--- src/hw/rtl/humidity_sensor_read_sequencer_macros.svh ---
// ----------------------------------------------------------------------------
// Humidity sensor read sequencer assertion macros
// Shorthand for clocked concurrent assertions with a synchronous reset.
// ----------------------------------------------------------------------------
`ifndef HUMIDITY_SENSOR_READ_SEQUENCER_MACROS_SVH
`define HUMIDITY_SENSOR_READ_SEQUENCER_MACROS_SVH

// Same-cycle implication, disabled while reset is high
`define HSRS_ASSERT_IMPL(label, clk, rst, ante, cons) \
   label: assert property (@(posedge clk) disable iff (rst) (ante) |-> (cons)) \
      else $error("humidity sensor read sequencer: same-cycle check failed");

// Next-cycle implication, disabled while reset is high
`define HSRS_ASSERT_NEXT(label, clk, rst, ante, cons) \
   label: assert property (@(posedge clk) disable iff (rst) (ante) |=> (cons)) \
      else $error("humidity sensor read sequencer: next-cycle check failed");

`endif

--- src/hw/rtl/hsrs_pkg.sv ---
// ----------------------------------------------------------------------------
// Humidity sensor read sequencer package
// Shared types, codes and constants for the read sequencer.
// ----------------------------------------------------------------------------
`default_nettype none

package hsrs_pkg;

   // Configuration register indexes
   localparam int CSR_INDEX_W = 1;
   localparam logic [CSR_INDEX_W-1:0] REG_DEVICE_ADDRESS  = 1'd0;
   localparam logic [CSR_INDEX_W-1:0] REG_MEASURE_COMMAND = 1'd1;
   localparam int CSR_DATA_W = 16;

   // Register reset values
   localparam logic [6:0]  DEVICE_ADDRESS_RST  = 7'h45;
   localparam logic [15:0] MEASURE_COMMAND_RST = 16'h2C06;

   // CRC-8 over each data word
   localparam logic [7:0] CRC_POLY = 8'h31;
   localparam logic [7:0] CRC_INIT = 8'hFF;

   // Fixed-point scaling
   localparam int TEMP_SPAN   = 17500;
   localparam int TEMP_OFFSET = 4500;
   localparam int HUM_SPAN    = 10000;
   localparam int FULL_SCALE  = 65535;

   // Stream widths
   localparam int REQ_DATA_W = 48;
   localparam int REQ_USER_W = 2;
   localparam int RSP_DATA_W = 56;
   localparam int RSP_USER_W = 3;

   // Sequencer phase
   typedef enum logic [2:0] {
      PH_IDLE       = 3'b001,
      PH_WAIT_WRITE = 3'b010,
      PH_WAIT_READ  = 3'b100
   } phase_type;

   // Result action codes
   typedef enum logic [2:0] {
      ACT_NONE    = 3'd0,
      ACT_WRITE   = 3'd1,
      ACT_READ    = 3'd2,
      ACT_VALID   = 3'd3,
      ACT_CRC_ERR = 3'd4
   } action_type;

endpackage

`default_nettype wire

--- src/hw/rtl/humidity_sensor_read_sequencer.sv ---
// ----------------------------------------------------------------------------
// Humidity sensor read sequencer
// Steps a sensor through command write and 6-byte read, checks both data
// words with CRC-8 and scales the raw readings to hundredths.
//
//   channel  dir  handshake              payload
//   req      in   req_tvalid/req_tready  tuser {nack, func}, tdata rx_frame
//   rsp      out  rsp_tvalid/rsp_tready  tuser action, tdata result fields
//   csr      in   csr_valid/csr_ready    csr_index, csr_data
//
// One item per cycle sustained while rsp_tready is high. An item passes an
// input register, then the phase step, CRC and scaling into the result
// register. The phase register advances as an item enters the result
// register. Synchronous reset returns to idle and the register reset values.
// A stalled result holds both stages; csr writes are always taken.
// ----------------------------------------------------------------------------
`default_nettype none

module humidity_sensor_read_sequencer
   import hsrs_pkg::*;
(
   input  wire logic                   clock,
   input  wire logic                   reset,
   // request stream
   input  wire logic                   req_tvalid,
   output logic                        req_tready,
   input  wire logic [REQ_DATA_W-1:0]  req_tdata,   // [47:0] rx_frame
   input  wire logic [REQ_USER_W-1:0]  req_tuser,   // [0] func, [1] nack
   // result stream
   output logic                        rsp_tvalid,
   input  wire logic                   rsp_tready,
   // [6:0] bus_address, [22:7] command_word, [37:23] temperature_centi,
   // [51:38] humidity_centi, [52] temp_crc_ok, [53] hum_crc_ok, [55:54] zero
   output logic [RSP_DATA_W-1:0]       rsp_tdata,
   output logic [RSP_USER_W-1:0]       rsp_tuser,   // [2:0] action
   // configuration writes
   input  wire logic                   csr_valid,
   output logic                        csr_ready,
   input  wire logic [CSR_INDEX_W-1:0] csr_index,
   input  wire logic [CSR_DATA_W-1:0]  csr_data
);

   // CRC-8 of one byte, continuing from crc
   function automatic logic [7:0] crc8_byte(input logic [7:0] crc, input logic [7:0] data);
      logic [7:0] c;
      c = crc ^ data;
      for (int k = 0; k < 8; k++) begin
         c = c[7] ? ((c << 1) ^ CRC_POLY) : (c << 1);
      end
      return c;
   endfunction

   // Floor of x / 65535: estimate by a shift, fix by one compare
   function automatic logic [15:0] div_full_scale(input logic [30:0] x);
      logic [14:0] q0;
      logic [16:0] r0;
      q0 = x[30:16];
      r0 = {1'b0, x[15:0]} + {2'b00, q0};
      return {1'b0, q0} + ((r0 >= 17'(FULL_SCALE)) ? 16'd1 : 16'd0);
   endfunction

   // Configuration registers
   logic [6:0]  device_address_ff;
   logic [15:0] measure_command_ff;

   // Input stage
   logic        in_valid_ff;
   logic        in_func_ff;
   logic        in_nack_ff;
   logic [47:0] in_frame_ff;

   // Result stage
   logic                  rsp_valid_ff;
   logic [RSP_DATA_W-1:0] rsp_data_ff;
   logic [RSP_DATA_W-1:0] rsp_data_in;
   action_type            rsp_action_ff;
   action_type            action_in;

   phase_type phase_ff;
   phase_type phase_in;

   logic out_ready;
   logic out_load;

   logic [15:0] t_raw;
   logic [7:0]  t_crc;
   logic [15:0] h_raw;
   logic [7:0]  h_crc;
   logic        t_ok;
   logic        h_ok;
   logic [30:0] t_prod;
   logic [30:0] h_prod;
   logic [15:0] t_quot;
   logic [15:0] h_quot;
   logic [14:0] temp_val;
   logic [13:0] hum_val;

   logic [6:0]  addr_in;
   logic [15:0] cmd_in;
   logic [14:0] temp_in;
   logic [13:0] hum_in;
   logic        tok_in;
   logic        hok_in;

   // Handshakes: each stage moves when the one after it can take an item
   assign out_ready  = !rsp_valid_ff || rsp_tready;
   assign out_load   = in_valid_ff && out_ready;
   assign req_tready = !in_valid_ff || out_ready;
   assign csr_ready  = 1'b1;

   // Take configuration writes; ignore unknown indexes
   always_ff @(posedge clock) begin
      if (reset) begin
         device_address_ff  <= DEVICE_ADDRESS_RST;
         measure_command_ff <= MEASURE_COMMAND_RST;
      end else if (csr_valid) begin
         case (csr_index)
            REG_DEVICE_ADDRESS:  device_address_ff  <= csr_data[6:0];
            REG_MEASURE_COMMAND: measure_command_ff <= csr_data;
            default: ;
         endcase
      end
   end

   // Capture the request item
   always_ff @(posedge clock) begin
      if (reset) begin
         in_valid_ff <= 1'b0;
      end else if (req_tready) begin
         in_valid_ff <= req_tvalid;
      end
   end

   always_ff @(posedge clock) begin
      if (req_tvalid && req_tready) begin
         in_func_ff  <= req_tuser[0];
         in_nack_ff  <= req_tuser[1];
         in_frame_ff <= req_tdata;
      end
   end

   // Split the frame and check both words
   assign t_raw = in_frame_ff[47:32];
   assign t_crc = in_frame_ff[31:24];
   assign h_raw = in_frame_ff[23:8];
   assign h_crc = in_frame_ff[7:0];
   assign t_ok  = (crc8_byte(crc8_byte(CRC_INIT, t_raw[15:8]), t_raw[7:0]) == t_crc);
   assign h_ok  = (crc8_byte(crc8_byte(CRC_INIT, h_raw[15:8]), h_raw[7:0]) == h_crc);

   // Scale raw readings to hundredths
   assign t_prod   = {15'd0, t_raw} * 31'(TEMP_SPAN);
   assign h_prod   = {15'd0, h_raw} * 31'(HUM_SPAN);
   assign t_quot   = div_full_scale(t_prod);
   assign h_quot   = div_full_scale(h_prod);
   assign temp_val = t_quot[14:0] - 15'(TEMP_OFFSET);
   assign hum_val  = h_quot[13:0];

   // Phase step for the item in the input stage
   always_comb begin
      action_in = ACT_NONE;
      phase_in  = phase_ff;
      temp_in   = '0;
      hum_in    = '0;
      tok_in    = 1'b0;
      hok_in    = 1'b0;
      case (phase_ff)
         PH_IDLE: begin
            if (!in_func_ff) begin
               action_in = ACT_WRITE;
               phase_in  = PH_WAIT_WRITE;
            end
         end
         PH_WAIT_WRITE: begin
            if (in_func_ff) begin
               if (in_nack_ff) begin
                  action_in = ACT_WRITE;
               end else begin
                  action_in = ACT_READ;
                  phase_in  = PH_WAIT_READ;
               end
            end
         end
         PH_WAIT_READ: begin
            if (in_func_ff) begin
               if (in_nack_ff) begin
                  action_in = ACT_READ;
               end else begin
                  tok_in = t_ok;
                  hok_in = h_ok;
                  if (t_ok && h_ok) begin
                     action_in = ACT_VALID;
                     temp_in   = temp_val;
                     hum_in    = hum_val;
                     phase_in  = PH_IDLE;
                  end else begin
                     action_in = ACT_CRC_ERR;
                     phase_in  = PH_WAIT_WRITE;
                  end
               end
            end
         end
         default: phase_in = PH_IDLE;
      endcase
   end

   // Address and command go out only with the transfers that use them
   assign addr_in = (action_in == ACT_WRITE || action_in == ACT_READ ||
                     action_in == ACT_CRC_ERR) ? device_address_ff : 7'd0;
   assign cmd_in  = (action_in == ACT_WRITE || action_in == ACT_CRC_ERR) ?
                    measure_command_ff : 16'd0;

   assign rsp_data_in = {2'b00, hok_in, tok_in, hum_in, temp_in, cmd_in, addr_in};

   // Advance the phase as the item moves into the result register
   always_ff @(posedge clock) begin
      if (reset) begin
         phase_ff <= PH_IDLE;
      end else if (out_load) begin
         phase_ff <= phase_in;
      end
   end

   // Hold the result until it is taken
   always_ff @(posedge clock) begin
      if (reset) begin
         rsp_valid_ff <= 1'b0;
      end else if (out_ready) begin
         rsp_valid_ff <= in_valid_ff;
      end
   end

   always_ff @(posedge clock) begin
      if (out_load) begin
         rsp_data_ff   <= rsp_data_in;
         rsp_action_ff <= action_in;
      end
   end

   assign rsp_tvalid = rsp_valid_ff;
   assign rsp_tdata  = rsp_data_ff;
   assign rsp_tuser  = rsp_action_ff;

   // Short terms for the checks below
   logic        rsp_is_valid;
   logic        rsp_is_err;
   logic        rsp_crcs_ok;
   logic        in_stall;
   logic        load_valid;
   logic [49:0] in_item;

   assign rsp_is_valid = rsp_tvalid && (rsp_tuser == ACT_VALID);
   assign rsp_is_err   = rsp_tvalid && (rsp_tuser == ACT_CRC_ERR);
   assign rsp_crcs_ok  = rsp_tdata[52] && rsp_tdata[53];
   assign in_stall     = in_valid_ff && !out_ready;
   assign load_valid   = out_load && (action_in == ACT_VALID);
   assign in_item      = {in_frame_ff, in_func_ff, in_nack_ff};

`include "humidity_sensor_read_sequencer_macros.svh"

   // A valid reading always carries two good CRCs
   `HSRS_ASSERT_IMPL(a_valid_has_crc, clock, reset, rsp_is_valid, rsp_crcs_ok)
   // A CRC error always carries at least one failed check
   `HSRS_ASSERT_IMPL(a_err_has_fail, clock, reset, rsp_is_err, !rsp_crcs_ok)
   // A stalled input stage keeps its item
   `HSRS_ASSERT_NEXT(a_in_hold, clock, reset, in_stall, in_valid_ff && $stable(in_item))
   // After a reported reading the sequencer is idle
   `HSRS_ASSERT_NEXT(a_valid_idle, clock, reset, load_valid, phase_ff == PH_IDLE)

endmodule

`default_nettype wire
--- config.mk ---
export PLATFORM = sky130hd
export DESIGN_NAME = humidity_sensor_read_sequencer
export DESIGN_NICKNAME = d
export VERILOG_FILES = /design/src/hw/rtl/hsrs_pkg.sv /design/src/hw/rtl/humidity_sensor_read_sequencer.sv
export VERILOG_INCLUDE_DIRS = /design/src /design/src/hw/rtl
export SDC_FILE = /design/constraint.sdc
export NUM_CORES = 1
export LEC_CHECK = 0
export ABC_CLOCK_PERIOD_IN_PS = 10800
export BUFFER_PORTS_ARGS = -buffer_cell sky130_fd_sc_hd__buf_2
export CAP_MARGIN = 0
export CORE_MARGIN = 2
export CORE_UTILIZATION = 45
export CTS_BUF_LIST = sky130_fd_sc_hd__clkbuf_4 sky130_fd_sc_hd__clkbuf_8
export CTS_CLUSTER_SIZE = 8
export DETAILED_ROUTE_END_ITERATION = 7
export MAX_ROUTING_LAYER = met4
export PLACE_DENSITY = 0.63
export SYNTH_ARGS = -nofsm -noshare
export SYNTH_HDL_FRONTEND = slang
export SYNTH_SLANG_ARGS = --single-unit
--- constraint.sdc ---
create_clock -name clock -period 10.8 [get_ports clock]
set_input_delay 0.54 -clock clock [delete_from_list [all_inputs] [get_ports clock]]
set_output_delay 0.54 -clock clock [all_outputs]
set_load 0.005 [all_outputs]
==> results.yml, run 1 <==
run_status:
  status: "completed"
synthesis:
  syn_area_um2: 13300
  synth_async_sr_flop_share_pct: 0
  ys_top_cells_by_count: "inv_1, ha_1, edfxtp_1, nand2_1, xnor2_1"
  synth_largest_area_cell: "edfxtp_1"
  synth_top_family_by_area: "adder cells"
  yosysWarnings: 0
  synthMuxAreaShare_pct: 0.698
  synthTopCellsByArea: "edfxtp_1, ha_1, fa_1, inv_1, xnor2_1"
  yosysMostFrequentCell: "inv_1"
  synth-simple-area-share_pct: 12.0
  synth_top_area_share_pct: 24.2
  synth_cell_type_count: 77
  synth_xor_area_share_pct: 10.1
  avgSynthCellArea_um2: 9.91
  synthAdderAreaFrac_pct: 30.9
  ys_seq_area_share_pct: 28.5
  synth_cells: 1338
  synth-edff-count: 107
  ys.flop_type: "edfxtp_1"
  yosys_register_bits: 135
  synth_compound_area_share_pct: 10.1
cells_and_area:
  area_delta_synth_final_pct: 11.0
  design_area_um2: 14700
  num_antenna_cells: 0
  drive_gt1_share_pct: 13.5
  final_nets: 1820
detailed_routing:
  first_pass_iters: 4
  wl_um: 28700
  drt-initial-drc-count: 426
  routedWlPerCell_um: 15.3
  drtAntennaViolNets: 0
  vias_per_cell: 5.07
  drc: 0
  vias: 9461
power_and_ir_drop:
  clkPwrFrac_pct: 10.4
  power_density_nw_per_um2: 289
  leakage_nw: 7.05
  p_sw_share_pct: 49.7
  pwr-share-comb_pct: 75.2
  p_sw_w: 0.00212
  ir_drop_v: 0.000148
  pwr-share-seq_pct: 14.4
  internal-power_w: 0.00214
timing:
  drv_slew: 0
  finalCritPeriodShare_pct: 81.6
  timing.final.hold_violations: 0
  tightest_slew_ns: 0.992
  fin_crit_ns: 8.81
  clock.fmax_mhz: 113
  tns_ns: 0
  max_slew_margin_pct: 33.0
  setup-violations-final: 0
  rsz0062_at_grt: "no"
  clock_skew_ns: 0.0285
setup_path:
  slowest_stage: "edfxtp_1"
  crit_type: "flip-flop to flip-flop"
  cp_common_cell: "ha_1"
  crit_arrival_ns: 9.06
  cp_max_fo: 7
  worstPathRequired_ns: 11.05
  cp_num_buf_inv: 1
  r2r_end: "rsp_tdata[37]"
  crit_path_max_incr_delay_ns: 0.57
  crit_path_start_kind: "flip-flop"
  rrSetupSlack_ns: 1.99
  r2r_start: "in_frame_ff[36]"
  crit_family: "compound AO/OA/AOI/OAI gates"
  setup.worst_path.end_class: "flip-flop"
  ff2ff_path_depth: 31
global_routing:
  antenna_found_initial: 0
  gr-total-overflow: 0
  grt_max_degree: 60
  grt_use_total_pct: 20.2
  grt_pass1_wl_um: 47300
  grt_pass1_vias: 9603
floorplan:
  die_h_um: 176
  start_util_pct: 46.0
  die_width_um: 176
  ioPinCount: 134
  num_rows: 62
  die-area_um2: 30900
  core_um2: 28900
cts:
  cts_tree: "done"
  numCtsBuffers: 17
  h-tree-depth: 4
  cts.path.max_buffers: 2
  cts_resized: 0
  worst_skew_pair.late_latency_ns: 0.50
  cts_sinks: 135
  cts_post_setup_buffers_inserted: 0
  holdBufCountCts: 0
  clockRootBuffer: "clkbuf_8"
  clk_pin_slew_ns: 0.11
place:
  place_hpwl_um: 23300
  dpl_cell_area_um2: 14300
  io_buffers: 130
  place.gp.congestion: 0.843
worst_hold_path:
  hold_path.class: "primary input to flip-flop"
  holdPathStages: 1
  min_from: "req_tdata[46]"
  holdPathEnd: "in_frame_ff[46]"
job:
  drv_cap: 0
worst reg2reg max path, delay by kind of cell, from the launching register on:
kind                       cells  cell delay [ns]
AOI/OAI and AO/OA             16             3.38
adders and majority gates      9             3.25
and+or+nand+nor                4             0.86
DFF                            1             0.57
xor gates and xnor gates       1             0.47
buffers and inverters          1             0.06
how the worst max path moves through the flow:
stage | cells after the start | slack, ns | end | from
final | 31 | 1.99 | rsp_tdata[37] | in_frame_ff[36]
after global routing | 34 | 1.38 | rsp_tdata[35] | in_frame_ff[42]
after CTS | 31 | 2.01 | rsp_tdata[37] | in_frame_ff[36]
after detailed placement | 31 | 2.00 | rsp_tdata[37] | in_frame_ff[36]
after global placement | 32 | 2.25 | rsp_tdata[37] | in_frame_ff[39]
after floorplan | 32 | 2.67 | rsp_tdata[37] | in_frame_ff[39]
logic make-up (layout without fill, tap and decap cells):
group | Yosys count | count (layout)
AO/OA/AOI/OAI | 205 | 205
XOR/XNOR | 133 | 133
adder cells (fa/ha/maj) | 278 | 278
buffers and inverters | 263 | 407
flip-flops | 135 | 135
multiplexers | 8 | 8
other | 2 | 3
AND/OR/NAND/NOR | 314 | 314
power groups by stage:
stage	logic [W]	clock network [W]	registers, W
2_1_floorplan	0.00255	0	0.000618
3_3_place_gp	0.00313	0	0.000626
3_5_place_dp	0.00318	0	0.000626
4_1_cts	0.00320	0.000462	0.000615
5_1_grt	0.00366	0.000478	0.000618
6_report	0.00320	0.000445	0.000614
registers in the layout, indices dropped and copies added (netlist names):
signal,count
rsp_tvalid,1
measure_command_ff,16
in_valid_ff,1
rsp_tdata,54
phase_ff,3
device_address_ff,7
in_nack_ff,1
in_func_ff,1
rsp_tuser,3
in_frame_ff,48
cells in the final DEF, fill, tap and decap left out, types with 8 or more instances in the layout:
cell,instances
o21a_1,10
a211oi_1,8
inv_1,243
o211ai_1,8
a21o_1,18
nor3_1,20
nor2b_1,34
ha_1,196
or2_2,8
clkbuf_8,17
nand2_1,91
nand3b_1,9
buf_2,130
o21ai_0,27
nor2_1,59
nand3_1,24
nand2b_1,12
edfxtp_1,107
a21oi_1,72
xnor2_1,90
xor2_1,31
fa_1,82
dfxtp_1,28
cell type report:
cell class,count,area [um2]
sequential,135,3770
tap,384,480
multi-input combinational,941,8480
inverter,243,912
clock buffer,17,234
timing repair buffer,132,666
fill,2717,14100
clock inverter,15,175
layer usage:
metal  vias to the layer above  global-route usage, %  routed length, um
met2                       142                   34.4              14400
li1                       4768                      -                  -
met3                        33                   3.53                959
met1                      4518                   24.6              12800
met4                         0                   6.16                532
met5                         -                      -                  0
metrics by stage:
step	std cells	worst slack (ns)	power, W	hold slack [ns]	utilization [%]
6_report	1867	1.99	0.00426	0.208	51.0
3_3_place_gp	1835	2.25	0.00375	0.440	49.6
4_1_cts	1867	2.01	0.00428	0.151	51.0
3_5_place_dp	1835	2.00	0.00381	0.445	49.6
2_1_floorplan	1339	2.67	0.00317	0.430	-
5_1_grt	1867	1.38	0.00476	0.172	51.0
(Power assumes the default switching activity.)
==> run 2: changes to the inputs <==
--- a/config.mk
+++ b/config.mk
@@ -6,7 +6,7 @@
 export SDC_FILE = /design/constraint.sdc
 export NUM_CORES = 1
 export LEC_CHECK = 0
-export ABC_CLOCK_PERIOD_IN_PS = 10800
+export ABC_CLOCK_PERIOD_IN_PS = 9200
 export BUFFER_PORTS_ARGS = -buffer_cell sky130_fd_sc_hd__buf_2
 export CAP_MARGIN = 0
 export CORE_MARGIN = 2
==> constraint.sdc (replaced) <==
create_clock -name clock -period 9.2 [get_ports clock]
set_input_delay 0.46 -clock clock [delete_from_list [all_inputs] [get_ports clock]]
set_output_delay 0.46 -clock clock [all_outputs]
set_load 0.005 [all_outputs]
==> results.yml, run 2 (synthesis results as in run 1) <==
cts:
  worst_skew_pair.late_latency_ns: 0.49
  cts_post_setup_buffers_inserted: 0
  cts_sinks: 135
  cts_tree: "done"
  clockRootBuffer: "clkbuf_8"
  numCtsBuffers: 17
  clk_pin_slew_ns: 0.10
  holdBufCountCts: 0
  h-tree-depth: 4
  cts_resized: 0
  cts.path.max_buffers: 2
cells_and_area:
  final_cells: 1870
  n_fill_cell: 2715
  layout_common_cells: "inv_1, ha_1, buf_2, edfxtp_1, nand2_1"
  final_nets: 1823
  mostFrequentLayoutCell: "inv_1"
  area_delta_synth_final_pct: 10.9
  design_area_um2: 14700
  drive_gt1_share_pct: 13.8
  num_antenna_cells: 0
  largest_reg_flops: 54
power_and_ir_drop:
  clkPwrFrac_pct: 9.4
  ir_drop_v: 0.000171
  pwr-share-comb_pct: 76.1
  pwr-share-seq_pct: 14.4
  p_sw_w: 0.00247
  internal-power_w: 0.00252
  p_sw_share_pct: 49.6
  power_density_nw_per_um2: 339
  leakage_nw: 7.06
setup_path:
  crit_end: "rsp_tdata[37]"
  slowest_stage: "fa_1"
  path_depth: 32
  r2r_start: "in_frame_ff[40]"
  crit_type: "flip-flop to flip-flop"
  ff2ff_path_depth: 32
  setup.worst_path.end_class: "flip-flop"
  crit_path_max_incr_delay_ns: 0.56
  r2r_end: "rsp_tdata[37]"
  worstPathRequired_ns: 9.45
  setup.worst_path.start: "in_frame_ff[40]"
  crit_family: "compound AO/OA/AOI/OAI gates"
  cp_max_fo: 7
  rrSetupSlack_ns: 0.48
  crit_arrival_ns: 8.96
  cp_common_cell: "ha_1"
  crit_path_start_kind: "flip-flop"
  cp_num_buf_inv: 2
timing:
  finalCritPeriodShare_pct: 94.8
  clock_skew_ns: 0.0287
  setup-violations-final: 0
  max_slew_margin_pct: 46.6
  fin_crit_ns: 8.72
  timing.hold.ws_ns: 0.138
  tightest_slew_ns: 0.801
  tns_ns: 0
  drv_slew: 0
  clock.fmax_mhz: 115
  rsz0062_at_grt: "no"
  timing.final.hold_violations: 0
global_routing:
  grt_pass1_wl_um: 47100
  antenna_found_initial: 0
  gr-total-overflow: 0
  grt_pass1_vias: 9615
  grt_use_total_pct: 20.0
  grt_max_degree: 60
worst_hold_path:
  hold_path.class: "primary input to flip-flop"
  holdPathStages: 1
detailed_routing:
  routedWlPerCell_um: 15.4
  drt-initial-drc-count: 495
  first_pass_iters: 5
  vias_per_cell: 5.12
  wl_um: 28800
  drtAntennaViolNets: 0
  vias: 9569
  drc: 0
place:
  dpl_cell_area_um2: 14300
  place_hpwl_um: 23200
  place.gp.congestion: 0.838
  io_buffers: 130
  dp.cells: 1838
floorplan:
  num_rows: 62
  core_um2: 28900
  die_width_um: 176
  die-area_um2: 30900
  start_util_pct: 46.0
  ioPinCount: 134
  die_h_um: 176
run_status:
  status: "completed"
job:
  drv_cap: 0
==> run 2: cell count changes in the layout (fill, tap and decap cells not counted) <==
cell	previous run	this run
clkinv_2	0	3
xnor2_2	0	1
clkinvlp_4	2	0
inv_8	6	1
buf_4	2	5
clkbuf_4	0	1
clkbuf_8	17	19
inv_6	2	3
o311ai_2	0	1
bufinv_16	1	0
o311ai_1	1	0
xnor2_1	90	89
clkinv_4	0	3
clkinv_8	2	0
==> run 2: worst min path at each step <==
stage,end,slack (ns),from
floorplan,device_address_ff[6],0.43,device_address_ff[6]
global placement,measure_command_ff[14],0.44,measure_command_ff[14]
detailed placement,measure_command_ff[0],0.44,measure_command_ff[0]
CTS,in_frame_ff[29],0.1,req_tdata[29]
global route,in_frame_ff[47],0.11,req_tdata[47]
finish,in_frame_ff[34],0.14,req_tdata[34]
==> run 2: power by group through the flow <==
| stage | logic, W | registers [W] | clock network, W |
|---|---|---|---|
| floorplan | 0.00299 | 0.000725 | 0 |
| global placement | 0.00368 | 0.000734 | 0 |
| detailed placement | 0.00374 | 0.000735 | 0 |
| CTS | 0.00377 | 0.000722 | 0.000488 |
| global route | 0.00429 | 0.000726 | 0.000509 |
| finish | 0.00380 | 0.000721 | 0.000471 |
==> run 2: area by class of cell <==
| cell class | instances | area, um2 | area share, % |
|---|---|---|---|
| Inverter | 243 | 912 | 6.20 |
| Multi-Input combinational cell | 941 | 8490 | 57.7 |
| Timing Repair Buffer | 135 | 688 | 4.68 |
| Clock inverter | 12 | 91.3 | 0.621 |
| Sequential cell | 135 | 3770 | 25.7 |
| Clock buffer | 20 | 269 | 1.83 |
| Tap cell | 384 | 480 | 3.27 |
==> run 2: worst reg2reg max path, delay by kind of cell (launching register included) <==
family          cells  cell delay [ns]
simple gates        4             1.22
fa+ha+maj           9             3.18
buf+inv             2             0.11
xor+xnor            1             0.21
flops               1             0.55
compound gates     16             3.24
==> run 2: per-layer routing <==
metal	global-route usage, %	wire length, um
met5	-	0
met4	5.17	404
met3	3.35	892
met2	34.4	14500
met1	24.5	13000
==> run 2: through the flow <==
stage | total power (W) | utilization [%] | setup WS (ns)
floorplan | 0.00372 | - | 1.07
global placement | 0.00441 | 49.7 | 0.657
detailed placement | 0.00448 | 49.7 | 0.439
CTS | 0.00498 | 50.9 | 0.464
global route | 0.00552 | 51.0 | 0.0505
finish | 0.00499 | 51.0 | 0.481
